--- config.mk ---
export PLATFORM = sky130hd
export DESIGN_NAME = disk_seek_scheduler
export DESIGN_NICKNAME = d
export VERILOG_FILES = /design/src/hw/rtl/dss_pkg.sv /design/src/hw/rtl/dss_queue.sv /design/src/hw/rtl/dss_front.sv /design/src/hw/rtl/dss_back.sv /design/src/hw/rtl/disk_seek_scheduler.sv
export SDC_FILE = /design/constraint.sdc
export NUM_CORES = 1
export LEC_CHECK = 0
export ABC_AREA = 1
export BUFFER_PORTS_ARGS = -buffer_cell sky130_fd_sc_hd__buf_2
export CORE_MARGIN = 2
export CORE_UTILIZATION = 35
export CTS_CLUSTER_DIAMETER = 30
export DETAILED_ROUTE_END_ITERATION = 8
export PLACE_DENSITY = 0.61
export SLEW_MARGIN = 5
export SYNTH_ARGS = -nofsm -noshare
export SYNTH_HDL_FRONTEND = slang
export SYNTH_HIERARCHICAL = 1
export SYNTH_SLANG_ARGS = --single-unit
--- constraint.sdc ---
create_clock -name clk -period 11.9 [get_ports clk]
set_input_delay 1.785 -clock clk [delete_from_list [all_inputs] [get_ports clk]]
set_output_delay 1.785 -clock clk [all_outputs]
set_load 0.01 [all_outputs]
--- src/hw/rtl/dss_pkg.sv ---
`timescale 1ns / 1ps

package dss_pkg;

    // store size and derived widths
    localparam int MAX_REQ = 32;
    localparam int IDX_W   = $clog2(MAX_REQ);
    localparam int CNT_W   = $clog2(MAX_REQ + 1);
    localparam int TRACK_W = 16;
    localparam int DIST_W  = 24;
    localparam int CFG_W   = 2;

    localparam logic [DIST_W-1:0] DIST_MAX = {DIST_W{1'b1}};

    // item kinds on the input stream
    localparam logic KIND_START = 1'b0;
    localparam logic KIND_REQ   = 1'b1;

    typedef enum logic [1:0] {
        MODE_FIFO  = 2'd0,
        MODE_SSTF  = 2'd1,
        MODE_SCAN  = 2'd2,
        MODE_CSCAN = 2'd3
    } mode_t;

    typedef enum logic {
        CFG_MODE = 1'b0,
        CFG_DIR  = 1'b1
    } cfg_reg_t;

    typedef enum logic [1:0] {
        ST_IDLE,
        ST_START,
        ST_SCAN,
        ST_EMIT
    } state_t;

    // one scheduling run, handed from front to back
    typedef struct packed {
        logic [TRACK_W-1:0] start_track;
        logic [CNT_W-1:0]   count;
        logic               drop;
        mode_t              mode;
        logic               dir;
    } cmd_t;

    // store write from the front
    typedef struct packed {
        logic               en;
        logic [IDX_W-1:0]   addr;
        logic [TRACK_W-1:0] data;
    } wr_t;

    function automatic logic [TRACK_W-1:0] gap(input logic [TRACK_W-1:0] a,
                                               input logic [TRACK_W-1:0] b);
        return (a > b) ? (a - b) : (b - a);
    endfunction

    function automatic logic [DIST_W-1:0] sat_add(input logic [DIST_W-1:0] s,
                                                  input logic [TRACK_W-1:0] d);
        logic [DIST_W:0] sum;
        sum = {1'b0, s} + {{(DIST_W + 1 - TRACK_W){1'b0}}, d};
        return sum[DIST_W] ? DIST_MAX : sum[DIST_W-1:0];
    endfunction

endpackage

--- src/hw/rtl/dss_queue.sv ---
`timescale 1ns / 1ps

module dss_queue (
    input  logic          clk,
    input  logic          rst_n,
    input  logic          in_valid,
    output logic          in_ready,
    input  dss_pkg::cmd_t in_cmd,
    output logic          out_valid,
    input  logic          out_ready,
    output dss_pkg::cmd_t out_cmd
);
    import dss_pkg::*;

    cmd_t       slot_reg [2];
    logic       wr_ptr_reg;
    logic       wr_ptr_next;
    logic       rd_ptr_reg;
    logic       rd_ptr_next;
    logic [1:0] fill_reg;
    logic [1:0] fill_next;
    logic       push;
    logic       pop;

    assign in_ready  = (fill_reg != 2'd2);
    assign out_valid = (fill_reg != 2'd0);
    assign out_cmd   = slot_reg[rd_ptr_reg];
    assign push      = in_valid && in_ready;
    assign pop       = out_valid && out_ready;

    // pointer and fill update
    always_comb
    begin
        wr_ptr_next = push ? ~wr_ptr_reg : wr_ptr_reg;
        rd_ptr_next = pop ? ~rd_ptr_reg : rd_ptr_reg;
        fill_next   = fill_reg;
        if (push && !pop)
        begin
            fill_next = fill_reg + 2'd1;
        end
        else if (pop && !push)
        begin
            fill_next = fill_reg - 2'd1;
        end
    end

    always_ff @(posedge clk or negedge rst_n)
    begin
        if (!rst_n)
        begin
            wr_ptr_reg <= 1'b0;
            rd_ptr_reg <= 1'b0;
            fill_reg   <= 2'd0;
        end
        else
        begin
            wr_ptr_reg <= wr_ptr_next;
            rd_ptr_reg <= rd_ptr_next;
            fill_reg   <= fill_next;
        end
    end

    // payload slots
    always_ff @(posedge clk)
    begin
        if (push)
        begin
            slot_reg[wr_ptr_reg] <= in_cmd;
        end
    end

endmodule

--- src/hw/rtl/dss_front.sv ---
`timescale 1ns / 1ps

module dss_front (
    input  logic                        clk,
    input  logic                        rst_n,
    input  logic                        s_axis_tvalid,
    output logic                        s_axis_tready,
    input  logic [dss_pkg::TRACK_W-1:0] s_axis_tdata,
    input  logic                        s_axis_tuser,
    input  logic                        s_axis_tlast,
    input  logic                        cfg_valid,
    output logic                        cfg_ready,
    input  logic                        cfg_index,
    input  logic [dss_pkg::CFG_W-1:0]   cfg_data,
    output dss_pkg::wr_t                wr,
    output logic                        q_valid,
    input  logic                        q_ready,
    output dss_pkg::cmd_t               q_cmd,
    input  logic                        run_done
);
    import dss_pkg::*;

    logic [TRACK_W-1:0] start_reg;
    logic [TRACK_W-1:0] start_next;
    logic [CNT_W-1:0]   count_reg;
    logic [CNT_W-1:0]   count_next;
    logic               drop_reg;
    logic               drop_next;
    logic               busy_reg;
    logic               busy_next;
    mode_t              mode_reg;
    logic               dir_reg;
    logic               accept;

    assign s_axis_tready = !busy_reg && q_ready;
    assign accept        = s_axis_tvalid && s_axis_tready;
    assign cfg_ready     = 1'b1;

    // classify the request and update the store bookkeeping
    always_comb
    begin
        start_next = start_reg;
        count_next = count_reg;
        drop_next  = drop_reg;
        busy_next  = busy_reg;
        wr.en      = 1'b0;
        wr.addr    = count_reg[IDX_W-1:0];
        wr.data    = s_axis_tdata;
        if (accept)
        begin
            if (s_axis_tuser == KIND_START)
            begin
                start_next = s_axis_tdata;
                count_next = '0;
                drop_next  = 1'b0;
            end
            else if (count_reg < CNT_W'(MAX_REQ))
            begin
                wr.en      = 1'b1;
                count_next = count_reg + CNT_W'(1);
            end
            else
            begin
                drop_next = 1'b1;
            end
        end
        q_valid           = accept && s_axis_tlast;
        q_cmd.start_track = start_next;
        q_cmd.count       = count_next;
        q_cmd.drop        = drop_next;
        q_cmd.mode        = mode_reg;
        q_cmd.dir         = dir_reg;
        if (q_valid)
        begin
            busy_next = 1'b1;
        end
        else if (run_done)
        begin
            busy_next = 1'b0;
        end
    end

    always_ff @(posedge clk or negedge rst_n)
    begin
        if (!rst_n)
        begin
            start_reg <= '0;
            count_reg <= '0;
            drop_reg  <= 1'b0;
            busy_reg  <= 1'b0;
        end
        else
        begin
            start_reg <= start_next;
            count_reg <= count_next;
            drop_reg  <= drop_next;
            busy_reg  <= busy_next;
        end
    end

    // configuration registers
    always_ff @(posedge clk or negedge rst_n)
    begin
        if (!rst_n)
        begin
            mode_reg <= MODE_FIFO;
            dir_reg  <= 1'b1;
        end
        else if (cfg_valid)
        begin
            unique case (cfg_reg_t'(cfg_index))
                CFG_MODE: mode_reg <= mode_t'(cfg_data[1:0]);
                CFG_DIR:  dir_reg  <= cfg_data[0];
            endcase
        end
    end

endmodule

--- src/hw/rtl/dss_back.sv ---
`timescale 1ns / 1ps

module dss_back (
    input  logic                        clk,
    input  logic                        rst_n,
    input  dss_pkg::wr_t                wr,
    input  logic                        q_valid,
    output logic                        q_ready,
    input  dss_pkg::cmd_t               q_cmd,
    output logic                        run_done,
    output logic                        out_valid,
    input  logic                        out_ready,
    output logic [dss_pkg::TRACK_W-1:0] out_track,
    output logic [dss_pkg::DIST_W-1:0]  out_dist,
    output logic                        out_status,
    output logic                        out_last
);
    import dss_pkg::*;

    logic [TRACK_W-1:0] store_mem [MAX_REQ];

    state_t             state_reg;
    state_t             state_next;
    cmd_t               cmd_reg;
    cmd_t               cmd_next;
    logic [TRACK_W-1:0] head_reg;
    logic [TRACK_W-1:0] head_next;
    logic [DIST_W-1:0]  dist_reg;
    logic [DIST_W-1:0]  dist_next;
    logic               dir_reg;
    logic               dir_next;
    logic [MAX_REQ-1:0] marks_reg;
    logic [MAX_REQ-1:0] marks_next;
    logic [CNT_W-1:0]   n_reg;
    logic [CNT_W-1:0]   n_next;
    logic [CNT_W-1:0]   scan_idx_reg;
    logic [CNT_W-1:0]   scan_idx_next;
    logic [CNT_W-1:0]   scan_end_reg;
    logic [CNT_W-1:0]   scan_end_next;
    logic               rd_vld_reg;
    logic               rd_vld_next;
    logic [IDX_W-1:0]   rd_idx_reg;
    logic [TRACK_W-1:0] rd_data_reg;

    // best candidates: a is the primary pick, b the fallback
    logic               a_found_reg, a_found_next;
    logic [IDX_W-1:0]   a_idx_reg, a_idx_next;
    logic [TRACK_W-1:0] a_trk_reg, a_trk_next;
    logic [TRACK_W-1:0] a_key_reg, a_key_next;
    logic               b_found_reg, b_found_next;
    logic [IDX_W-1:0]   b_idx_reg, b_idx_next;
    logic [TRACK_W-1:0] b_trk_reg, b_trk_next;
    logic [TRACK_W-1:0] b_key_reg, b_key_next;

    logic               out_valid_reg, out_valid_next;
    logic [TRACK_W-1:0] out_track_reg, out_track_next;
    logic [DIST_W-1:0]  out_dist_reg, out_dist_next;
    logic               out_status_reg, out_status_next;
    logic               out_last_reg, out_last_next;

    logic               slot_free;
    logic               do_load;
    logic               do_start;
    logic               do_emit;
    logic               scan_issue;
    logic               scan_done;
    logic               final_pick;
    logic [CNT_W-1:0]   n_inc;

    logic               pending;
    logic [TRACK_W-1:0] d_cur;
    logic               at_or_above;
    logic               at_or_below;
    logic               elig_a;
    logic               elig_b;
    logic [TRACK_W-1:0] key_b;
    logic [IDX_W-1:0]   pick_idx;
    logic [TRACK_W-1:0] pick_trk;

    assign slot_free  = !out_valid_reg || out_ready;
    assign scan_issue = (state_reg == ST_SCAN) && (scan_idx_reg < scan_end_reg);
    assign scan_done  = (scan_idx_reg >= scan_end_reg) && !rd_vld_reg;
    assign n_inc      = n_reg + CNT_W'(1);
    assign final_pick = (n_inc == cmd_reg.count);

    assign out_valid  = out_valid_reg;
    assign out_track  = out_track_reg;
    assign out_dist   = out_dist_reg;
    assign out_status = out_status_reg;
    assign out_last   = out_last_reg;

    // sequencer next state
    always_comb
    begin
        state_next = state_reg;
        unique case (state_reg)
            ST_IDLE:
            begin
                if (q_valid)
                begin
                    state_next = ST_START;
                end
            end
            ST_START:
            begin
                if (slot_free)
                begin
                    state_next = (cmd_reg.count == '0) ? ST_IDLE : ST_SCAN;
                end
            end
            ST_SCAN:
            begin
                if (scan_done)
                begin
                    state_next = ST_EMIT;
                end
            end
            ST_EMIT:
            begin
                if (slot_free)
                begin
                    state_next = final_pick ? ST_IDLE : ST_SCAN;
                end
            end
        endcase
    end

    // sequencer outputs
    always_comb
    begin
        q_ready  = 1'b0;
        do_load  = 1'b0;
        do_start = 1'b0;
        do_emit  = 1'b0;
        run_done = 1'b0;
        unique case (state_reg)
            ST_IDLE:
            begin
                q_ready = 1'b1;
                do_load = q_valid;
            end
            ST_START:
            begin
                do_start = slot_free;
                run_done = slot_free && (cmd_reg.count == '0);
            end
            ST_SCAN:
            begin
                do_load = 1'b0;
            end
            ST_EMIT:
            begin
                do_emit  = slot_free;
                run_done = slot_free && final_pick;
            end
        endcase
    end

    // classify the entry coming out of the store
    always_comb
    begin
        pending     = !marks_reg[rd_idx_reg];
        d_cur       = gap(rd_data_reg, head_reg);
        at_or_above = (rd_data_reg >= head_reg);
        at_or_below = (rd_data_reg <= head_reg);
        elig_a      = 1'b0;
        elig_b      = 1'b0;
        key_b       = d_cur;
        case (cmd_reg.mode) inside
            MODE_FIFO, MODE_SSTF:
            begin
                elig_a = pending;
            end
            MODE_SCAN:
            begin
                elig_a = pending && (dir_reg ? at_or_above : at_or_below);
                elig_b = pending && (dir_reg ? at_or_below : at_or_above);
            end
            default:
            begin
                elig_a = pending && at_or_above;
                elig_b = pending;
                key_b  = rd_data_reg;
            end
        endcase
        pick_idx = a_found_reg ? a_idx_reg : b_idx_reg;
        pick_trk = a_found_reg ? a_trk_reg : b_trk_reg;
    end

    // run datapath
    always_comb
    begin
        cmd_next        = cmd_reg;
        head_next       = head_reg;
        dist_next       = dist_reg;
        dir_next        = dir_reg;
        marks_next      = marks_reg;
        n_next          = n_reg;
        scan_idx_next   = scan_idx_reg;
        scan_end_next   = scan_end_reg;
        rd_vld_next     = scan_issue;
        a_found_next    = a_found_reg;
        a_idx_next      = a_idx_reg;
        a_trk_next      = a_trk_reg;
        a_key_next      = a_key_reg;
        b_found_next    = b_found_reg;
        b_idx_next      = b_idx_reg;
        b_trk_next      = b_trk_reg;
        b_key_next      = b_key_reg;
        out_valid_next  = out_valid_reg && !out_ready;
        out_track_next  = out_track_reg;
        out_dist_next   = out_dist_reg;
        out_status_next = out_status_reg;
        out_last_next   = out_last_reg;

        if (do_load)
        begin
            cmd_next = q_cmd;
        end

        // first result is the start track itself
        if (do_start)
        begin
            head_next       = cmd_reg.start_track;
            dist_next       = {{(DIST_W - TRACK_W){1'b0}}, cmd_reg.start_track};
            dir_next        = cmd_reg.dir;
            marks_next      = '0;
            n_next          = '0;
            out_valid_next  = 1'b1;
            out_track_next  = cmd_reg.start_track;
            out_dist_next   = {{(DIST_W - TRACK_W){1'b0}}, cmd_reg.start_track};
            out_status_next = cmd_reg.drop;
            out_last_next   = (cmd_reg.count == '0);
        end

        // walk the store one entry a cycle
        if (scan_issue)
        begin
            scan_idx_next = scan_idx_reg + CNT_W'(1);
        end
        if (rd_vld_reg)
        begin
            if (elig_a && (!a_found_reg || d_cur < a_key_reg))
            begin
                a_found_next = 1'b1;
                a_idx_next   = rd_idx_reg;
                a_trk_next   = rd_data_reg;
                a_key_next   = d_cur;
            end
            if (elig_b && (!b_found_reg || key_b < b_key_reg))
            begin
                b_found_next = 1'b1;
                b_idx_next   = rd_idx_reg;
                b_trk_next   = rd_data_reg;
                b_key_next   = key_b;
            end
        end

        // serve the chosen request
        if (do_emit)
        begin
            dist_next            = sat_add(dist_reg, gap(pick_trk, head_reg));
            head_next            = pick_trk;
            marks_next[pick_idx] = 1'b1;
            n_next               = n_inc;
            if (!a_found_reg && cmd_reg.mode == MODE_SCAN)
            begin
                dir_next = ~dir_reg;
            end
            out_valid_next  = 1'b1;
            out_track_next  = pick_trk;
            out_dist_next   = sat_add(dist_reg, gap(pick_trk, head_reg));
            out_status_next = cmd_reg.drop;
            out_last_next   = final_pick;
        end

        // arm the next selection pass
        if ((do_start && cmd_reg.count != '0) || (do_emit && !final_pick))
        begin
            a_found_next = 1'b0;
            b_found_next = 1'b0;
            if (cmd_reg.mode == MODE_FIFO)
            begin
                scan_idx_next = do_start ? '0 : n_inc;
                scan_end_next = do_start ? CNT_W'(1) : n_inc + CNT_W'(1);
            end
            else
            begin
                scan_idx_next = '0;
                scan_end_next = cmd_reg.count;
            end
        end
    end

    always_ff @(posedge clk or negedge rst_n)
    begin
        if (!rst_n)
        begin
            state_reg     <= ST_IDLE;
            out_valid_reg <= 1'b0;
            rd_vld_reg    <= 1'b0;
            scan_idx_reg  <= '0;
            scan_end_reg  <= '0;
            n_reg         <= '0;
            marks_reg     <= '0;
            a_found_reg   <= 1'b0;
            b_found_reg   <= 1'b0;
            dir_reg       <= 1'b1;
            cmd_reg       <= '0;
        end
        else
        begin
            state_reg     <= state_next;
            out_valid_reg <= out_valid_next;
            rd_vld_reg    <= rd_vld_next;
            scan_idx_reg  <= scan_idx_next;
            scan_end_reg  <= scan_end_next;
            n_reg         <= n_next;
            marks_reg     <= marks_next;
            a_found_reg   <= a_found_next;
            b_found_reg   <= b_found_next;
            dir_reg       <= dir_next;
            cmd_reg       <= cmd_next;
        end
    end

    // payload registers
    always_ff @(posedge clk)
    begin
        head_reg       <= head_next;
        dist_reg       <= dist_next;
        a_idx_reg      <= a_idx_next;
        a_trk_reg      <= a_trk_next;
        a_key_reg      <= a_key_next;
        b_idx_reg      <= b_idx_next;
        b_trk_reg      <= b_trk_next;
        b_key_reg      <= b_key_next;
        out_track_reg  <= out_track_next;
        out_dist_reg   <= out_dist_next;
        out_status_reg <= out_status_next;
        out_last_reg   <= out_last_next;
    end

    // request store, one write and one registered read port
    always_ff @(posedge clk)
    begin
        if (wr.en)
        begin
            store_mem[wr.addr] <= wr.data;
        end
        if (scan_issue)
        begin
            rd_data_reg <= store_mem[scan_idx_reg[IDX_W-1:0]];
            rd_idx_reg  <= scan_idx_reg[IDX_W-1:0];
        end
    end

endmodule

--- src/hw/rtl/disk_seek_scheduler.sv ---
`timescale 1ns / 1ps
// Disk seek scheduler.
// Input stream: tuser is the item kind (start track or pending request), tdata the
// track, tlast closes the list and starts a scheduling run. Up to 32 requests are
// kept; extra ones are dropped and flagged in the results' status bit.
// Config channel: index 0 selects the mode (fifo, shortest seek, scan, circular
// scan), index 1 the initial scan direction. Write only while the block is idle.
// Output stream: tdata carries the served track and the running head travel,
// tuser the drop status, tlast the final result of the run. A run emits the
// start track first, then one result per stored request.
// Each result after the start track comes from a pick that walks the stored
// requests through the single read port one entry a cycle; fifo mode reads
// only the next entry in order.
// The input stays stalled from the closing item until the run's last result has
// been handed to the output register; loading otherwise takes one cycle an item.
// A stalled receiver holds the output register, and the run waits before loading its next result.
// Reset empties the store count, clears the start track, sets fifo mode and an
// increasing direction, and drops any run in progress.
module disk_seek_scheduler (
    input  logic        clk,
    input  logic        rst_n,
    input  logic        s_axis_tvalid,
    output logic        s_axis_tready,
    input  logic [15:0] s_axis_tdata,   // [15:0] track
    input  logic        s_axis_tuser,   // [0] kind
    input  logic        s_axis_tlast,
    output logic        m_axis_tvalid,
    input  logic        m_axis_tready,
    output logic [39:0] m_axis_tdata,   // [15:0] served_track, [39:16] total_distance
    output logic        m_axis_tuser,   // [0] status
    output logic        m_axis_tlast,
    input  logic        cfg_valid,
    output logic        cfg_ready,
    input  logic        cfg_index,
    input  logic [1:0]  cfg_data
);
    import dss_pkg::*;

    wr_t                wr;
    logic               fq_valid;
    logic               fq_ready;
    cmd_t               fq_cmd;
    logic               bq_valid;
    logic               bq_ready;
    cmd_t               bq_cmd;
    logic               run_done;
    logic [TRACK_W-1:0] out_track;
    logic [DIST_W-1:0]  out_dist;

    dss_front u_front (
        .clk           (clk),
        .rst_n         (rst_n),
        .s_axis_tvalid (s_axis_tvalid),
        .s_axis_tready (s_axis_tready),
        .s_axis_tdata  (s_axis_tdata),
        .s_axis_tuser  (s_axis_tuser),
        .s_axis_tlast  (s_axis_tlast),
        .cfg_valid     (cfg_valid),
        .cfg_ready     (cfg_ready),
        .cfg_index     (cfg_index),
        .cfg_data      (cfg_data),
        .wr            (wr),
        .q_valid       (fq_valid),
        .q_ready       (fq_ready),
        .q_cmd         (fq_cmd),
        .run_done      (run_done)
    );

    dss_queue u_queue (
        .clk       (clk),
        .rst_n     (rst_n),
        .in_valid  (fq_valid),
        .in_ready  (fq_ready),
        .in_cmd    (fq_cmd),
        .out_valid (bq_valid),
        .out_ready (bq_ready),
        .out_cmd   (bq_cmd)
    );

    dss_back u_back (
        .clk        (clk),
        .rst_n      (rst_n),
        .wr         (wr),
        .q_valid    (bq_valid),
        .q_ready    (bq_ready),
        .q_cmd      (bq_cmd),
        .run_done   (run_done),
        .out_valid  (m_axis_tvalid),
        .out_ready  (m_axis_tready),
        .out_track  (out_track),
        .out_dist   (out_dist),
        .out_status (m_axis_tuser),
        .out_last   (m_axis_tlast)
    );

    // pack result fields, lowest field first
    assign m_axis_tdata = {out_dist, out_track};

endmodule

==> results.ini, run 1 <==
[grt]
busiest_layer = met2
grtUsageTotal = 0.188
met1_usage = 0.259
grt_first_pass_wirelength_um = 162000
grt_pass1_vias = 26709
antenna_found_initial = 2
gr-usage-met3 = 0.0355
met2_usage = 0.299
gr-total-overflow = 0
grt_max_degree = 185

[worst_setup_path]
cp-start-kind = flip-flop
critical_path.max_stage_delay_ns = 0.80
worstPathMaxFanout = 24
critPathKind = reg -> reg
crit_path_top_delay_cell = dfrtp_1
cp-end-kind = flip-flop
arrival_ns = 6.58
worst_path_most_repeated_cell = nand2_1
required_ns = 12.38

[yosys]
synth_edf_count = 701
synth_seq_cells = 815
synthFlopType = edfxtp_1
postSynthCellCount = 3673
synth-async-reset-ratio = 0.140
yosysSeqAreaShare = 0.619
yosys_warnings = 6
syn-num-nets = 3824
synth.avg_cell_area_sq_um = 10.5
synth_cell_types = 60
syn-cell-area_sq_mm = 0.0386

[placed_design]
dp.cells = 5093
gp_congestion = 0.909
port-buffer-count = 69
place_hpwl_um = 66400
pre_cts_slack_ns = 5.86

[sta]
fin_crit_ns = 6.10
slew_headroom = 0.200
final.setup.worst_slack_ns = 5.80
fin_worst_skew_ns = 0.0283
hold_viol = 0
fmax_ghz = 0.164
setup_viol = 0
rsz0062_at_grt = false
fin_crit_sh = 0.513
worst_slew_pin_slew_ns = 1.20
slew_viol_final = 0
finalSetupTns_ns = 0

[die]
die_x_um = 336
die_h_um = 336
io_pins = 71
core-area_sq_mm = 0.109
initial_utilization = 0.354
std_cell_rows = 121
dieArea_sq_mm = 0.113

[status]
status = complete, no violations

[power]
power_density_mw_per_mm2 = 337
power.leakage_nw = 18.1
peakVddDrop_mv = 0.189
p_total_mw = 15.4

[route]
first_iter_violations = 2538
wire_per_inst_um = 19.8
drc_errors = 0
via_count = 27718
viasPerCell = 5.14
drt-pass1-iter-count = 6
postRouteAntennaNets = 0
wirelength_um = 107000

[layout]
largest_reg_flops = 512
final_common_cell = edfxtp_1
drive_above_1_share = 0.129
fin_cells = 5393
layout_common_cells = 701 x edfxtp_1, 688 x nand2_1, 405 x nor2_1
area_growth_pct = 18.8
final_net_count = 3930

[clock_network]
htree_levels = 4
cts_root_buffer = clkbuf_16
clock_path_buffers = 3
path_clk_slew_ns = 0.04
holdBufCountCts = 0
numCtsBuffers = 160
postCtsSetupBuffers = 0
cts_tree = built
clk_latency_ns = 0.75
cts_resized = 0
cts_sinks = 815

[worst_hold_path]
worstHoldPathType = reg -> reg

[job]
max-cap-violations = 0

metrics by stage:
step	hold slack (ns)	instance area [sq um]	util
after floorplan	0.419	38600	-
after global placement	0.429	40300	0.369
after detailed placement	0.444	40300	0.369
after CTS	0.454	45900	0.420
after global routing	0.461	45900	0.420
final	0.447	45900	0.420
routing by layer:
metal  vias up  routed length [um]
li1      12985                   -
met1     13603               47100
met2       973               49400
met3       157                7670
met4         0                2720
met5         -                   0
critical path: cells and delay by family (launching register included):
kind | cells | cell delay (ns)
and+or+nand+nor | 17 | 2.35
DFF | 1 | 0.80
AOI/OAI and AO/OA | 3 | 0.45
adders and majority gates | 3 | 1.17
buffers and inverters | 4 | 1.05
worst paths after layout:
kind	startpoint	to	slack [ns]	depth (start not counted)
min	u_back/cmd_reg[3]$_DFFE_PN0P_	u_back/out_status$_DFFE_PP_	0.45	0
max in group asynchronous	rst_n	u_back/scan_idx_reg[1]$_DFFE_PN0P_	9.30	2
min in group asynchronous	rst_n	u_back/cmd_reg[23]$_DFFE_PN0P_	1.08	1
max reg2reg	u_back/a_found_reg$_DFFE_PN0P_	u_back/out_dist[6]$_DFFE_PP_	5.80	27
max	u_back/a_found_reg$_DFFE_PN0P_	u_back/out_dist[6]$_DFFE_PP_	5.80	27
min reg2reg	u_back/cmd_reg[3]$_DFFE_PN0P_	u_back/out_status$_DFFE_PP_	0.45	0
cells by family (layout without fill, tap and decap cells):
family | Yosys count | count (layout) | synth area share
buffers and inverters | 531 | 772 | 0.0601
AND/OR/NAND/NOR | 1390 | 1390 | 0.150
adder cells (fa/ha/maj) | 125 | 125 | 0.0415
multiplexers | 21 | 21 | 0.00613
AO/OA/AOI/OAI | 720 | 720 | 0.106
flip-flops | 815 | 815 | 0.619
XOR/XNOR | 70 | 70 | 0.0162
other | 1 | 4 | 0.0000971
synth_stat cells, types with 17 or more instances:
cell type / n / area share
o211ai_1: 20 / 0.0039
o21ai_0: 361 / 0.047
or2_2: 22 / 0.0036
nor3_1: 17 / 0.0022
mux2_2: 21 / 0.0061
o221ai_1: 48 / 0.011
a21oi_1: 101 / 0.013
nand2_1: 688 / 0.067
buf_2: 42 / 0.0054
nand4_1: 31 / 0.0050
buf_4: 35 / 0.0068
nand3_1: 169 / 0.022
edfxtp_1: 701 / 0.55
clkbuf_1: 78 / 0.0076
o22ai_1: 118 / 0.019
dfrtp_1: 112 / 0.073
inv_1: 346 / 0.034
o21ai_1: 30 / 0.0039
xor2_1: 55 / 0.012
nand2_2: 31 / 0.0050
nor2_1: 411 / 0.040
ha_1: 120 / 0.039
power breakdown:
group	switching, mW	internal, mW	leakage, nW
logic	4.59	2.11	7.60
registers	0.426	3.70	7.80
clock network	1.56	3.05	2.71
total	6.58	8.86	18.1
final cells by class:
cell class                 count  area [sq um]
antenna                        3          7.51
clock buffer                 180          4130
clock inverter               117          1480
fill                       10332         63300
inverter                     356          1360
multi-input combinational   2327         12400
sequential                   815         23900
tap                         1476          1850
timing repair buffer         119           736
(Power assumes the default switching activity.)
==> inputs of run 2 (changes only) <==
--- a/config.mk
+++ b/config.mk
@@ -5,13 +5,13 @@
 export SDC_FILE = /design/constraint.sdc
 export NUM_CORES = 1
 export LEC_CHECK = 0
-export ABC_AREA = 1
+export ABC_AREA = 0
 export BUFFER_PORTS_ARGS = -buffer_cell sky130_fd_sc_hd__buf_2
 export CORE_MARGIN = 2
 export CORE_UTILIZATION = 35
 export CTS_CLUSTER_DIAMETER = 30
 export DETAILED_ROUTE_END_ITERATION = 8
-export PLACE_DENSITY = 0.61
+export PLACE_DENSITY = 0.62
 export SLEW_MARGIN = 5
 export SYNTH_ARGS = -nofsm -noshare
 export SYNTH_HDL_FRONTEND = slang
==> constraint.sdc (replaced) <==
create_clock -name clk -period 5.5 [get_ports clk]
set_input_delay 0.825 -clock clk [delete_from_list [all_inputs] [get_ports clk]]
set_output_delay 0.825 -clock clk [all_outputs]
set_load 0.01 [all_outputs]
==> results.ini, run 2 <==
[status]
status = complete, no violations

[die]
core-area_sq_mm = 0.105
dieArea_sq_mm = 0.109
die_h_um = 330
die_x_um = 330
initial_utilization = 0.353
io_pins = 71
std_cell_rows = 119

[route]
drt-pass1-iter-count = 5
postRouteAntennaNets = 0
wire_per_inst_um = 23.4
drc_errors = 0
viasPerCell = 5.34
via_count = 21597
wirelength_um = 94600
first_iter_violations = 1659

[sta]
fmax_ghz = 0.191
fin_crit_sh = 0.951
fin_crit_ns = 5.23
setup_viol = 0
rsz0062_at_grt = false
hold_viol = 0
finalSetupTns_ns = 0
slew_headroom = 0.166
fin_worst_skew_ns = 0.0375
worst_slew_pin_slew_ns = 1.25
slew_viol_final = 0

[clock_network]
cts_root_buffer = clkbuf_16
path_clk_slew_ns = 0.05
clock_path_buffers = 3
clk_latency_ns = 0.74
cts_sinks = 815
holdBufCountCts = 0
cts_tree = built
numCtsBuffers = 155
htree_levels = 4

[yosys]
syn-num-nets = 2478
synth_seq_cells = 815
synth_fa_ha_area_frac = 0.0431
netlist.area_leader.share = 0.567
synthTopCellsByArea = edfxtp_1 57%, mux4_2 10%, dfrtp_1 7.5%
syn-cell-area_sq_mm = 0.0371
yosysTopAreaCell = edfxtp_1
synthTopCellsByCount = 701 x edfxtp_1, 170 x mux4_2, 120 x ha_1
yosys.area_share.simple = 0.0493
synth-async-reset-ratio = 0.140
synthMuxAreaShare = 0.145
synth.most_common_cell = edfxtp_1
synth_edf_count = 701
yosys_warnings = 6
synth_compound_area_frac = 0.0735
synthXorXnorAreaFrac = 0.0149
synth_top_family_by_area = multiplexers
synth_cell_types = 96
postSynthCellCount = 2327
synth.avg_cell_area_sq_um = 16.0
yosysSeqAreaShare = 0.644
synthFlopType = edfxtp_1

[worst_setup_path]
crit_chain = buf_6 -> mux2i_1 -> inv_1 -> fa_1 -> a21o_1 -> a21oi_1 -> o211ai_1 -> and4bb_2 -> o21a_2 -> buf_4 -> mux2i_1 -> xor2_1 -> ha_1 -> and3_1 -> nand3_1 -> o211a_1 -> o31ai_2 -> buf_4 -> nand3_1 -> a311oi_1
crit_path_top_delay_cell = fa_1
critPathKind = reg -> reg
required_ns = 6.04
cp-start-kind = flip-flop
cp-end-kind = flip-flop
worstPathMaxFanout = 12
cp_num_buf_inv = 4
critical_path.max_stage_delay_ns = 0.44
arrival_ns = 5.77
crit_family = compound AO/OA/AOI/OAI gates

[job]
max-cap-violations = 0

[layout]
area_growth_pct = 20.8
layout_common_cells = 701 x edfxtp_1, 170 x mux4_2, 160 x clkbuf_16
final_net_count = 2673
drive_above_1_share = 0.279
fillers = 9202
final_common_cell = edfxtp_1
largest_reg_flops = 512

[grt]
grt_max_degree = 105
grt_first_pass_wirelength_um = 140000
grt_pass1_vias = 22007
grtUsageTotal = 0.174
antenna_found_initial = 9
gr-total-overflow = 0

[placed_design]
gp_congestion = 0.908
place_hpwl_um = 62000
port-buffer-count = 69

[worst_hold_path]
worstHoldPathType = in -> async

==> run 2: changes by cell type in the layout (fill, tap and decap cells not counted), sizes merged, moves of 78 or more <==
cell   change
inv      -242
mux2      +78
mux4     +170
nand2    -615
nand3    -142
nor2     -315
o21ai    -318
o22ai    -115
==> run 2: path summary, 6_finish.rpt <==
check	start	to	slack [ns]	depth (start not counted)
setup / recovery	u_back/a_found_reg$_DFFE_PN0P_	u_back/out_dist[21]$_SDFFCE_PN0P_	0.27	20
hold reg to reg	u_back/cmd_reg[3]$_DFFE_PN0P_	u_back/out_status$_DFFE_PP_	0.47	0
min in group clk	cfg_data[1]	u_front/mode_reg[1]$_DFFE_PN0P_	0.34	2
max in group asynchronous	rst_n	u_back/scan_idx_reg[2]$_DFFE_PN0P_	4.06	2
hold / removal	rst_n	u_back/marks_reg[3]$_DFF_PN0_	0.30	1
setup reg to reg	u_back/a_found_reg$_DFFE_PN0P_	u_back/out_dist[21]$_SDFFCE_PN0P_	0.27	20
==> run 2: what timing repair did <==
item / 4_1_cts / 5_1_grt
gates resized for setup: 1 / 9
setup buffers: 0 / 3
gates cloned: 0 / 0
endpoints found under the setup margin: 2 / 98
pin swaps: 0 / 3
==> run 2: worst register-to-register path, cell delays in order, from the launching register on <==
cell and delay (ns):
dfrtp_1 0.43, buf_6 0.21, mux2i_1 0.27, inv_1 0.12, fa_1 0.44, a21o_1 0.19
a21oi_1 0.22, o211ai_1 0.16, and4bb_2 0.28, o21a_2 0.28, buf_4 0.22, mux2i_1 0.15
xor2_1 0.16, ha_1 0.37, and3_1 0.28, nand3_1 0.12, o211a_1 0.27, o31ai_2 0.26
buf_4 0.23, nand3_1 0.12, a311oi_1 0.27
==> run 2: kinds of logic (layout without fill, tap and decap cells) <==
| kind of cell | Yosys count | count (layout) |
|---|---|---|
| AOI/OAI and AO/OA | 402 | 402 |
| xor gates and xnor gates | 63 | 63 |
| adders and majority gates | 125 | 125 |
| buffers and inverters | 251 | 576 |
| DFF | 815 | 815 |
| muxes | 305 | 305 |
| other | 1 | 2 |
| and+or+nand+nor | 365 | 365 |
==> run 2: cell type report <==
| class | count | area (sq um) | area share |
|---|---|---|---|
| flip-flops and latches | 815 | 23900 | 0.533 |
| multi-input cells | 1261 | 12100 | 0.271 |
| clock buffers | 183 | 4140 | 0.0923 |
| well taps | 1391 | 1740 | 0.0388 |
| clock inverters | 104 | 1290 | 0.0288 |
| repair buffers | 170 | 1160 | 0.0259 |
| inverters | 119 | 447 | 0.00996 |
| diodes | 1 | 2.50 | 0.0000558 |
==> run 2: routing by layer <==
metal  global-route usage  share of wire
met1                0.225           0.42
met2                0.296           0.50
met3               0.0348          0.061
met4               0.0513          0.019
met5                    0        0.00035
==> run 2: per-stage QoR <==
step	hold WS (ns)	instance area [sq um]	utilization	worst slack, ns	std cells
finish	0.304	44800	0.426	0.267	4044
global route	0.317	44800	0.426	0.0107	4043
CTS	0.293	44800	0.425	0.114	4040
detailed placement	0.466	39300	0.374	0.0548	3753
global placement	0.449	39300	0.374	0.0706	3753
floorplan	0.421	37100	-	0.0456	2327
Power of run 2 is left out: the tool's default activity adds up to more than one toggle a clock period on the data nets, which glitch-free logic cannot reach.
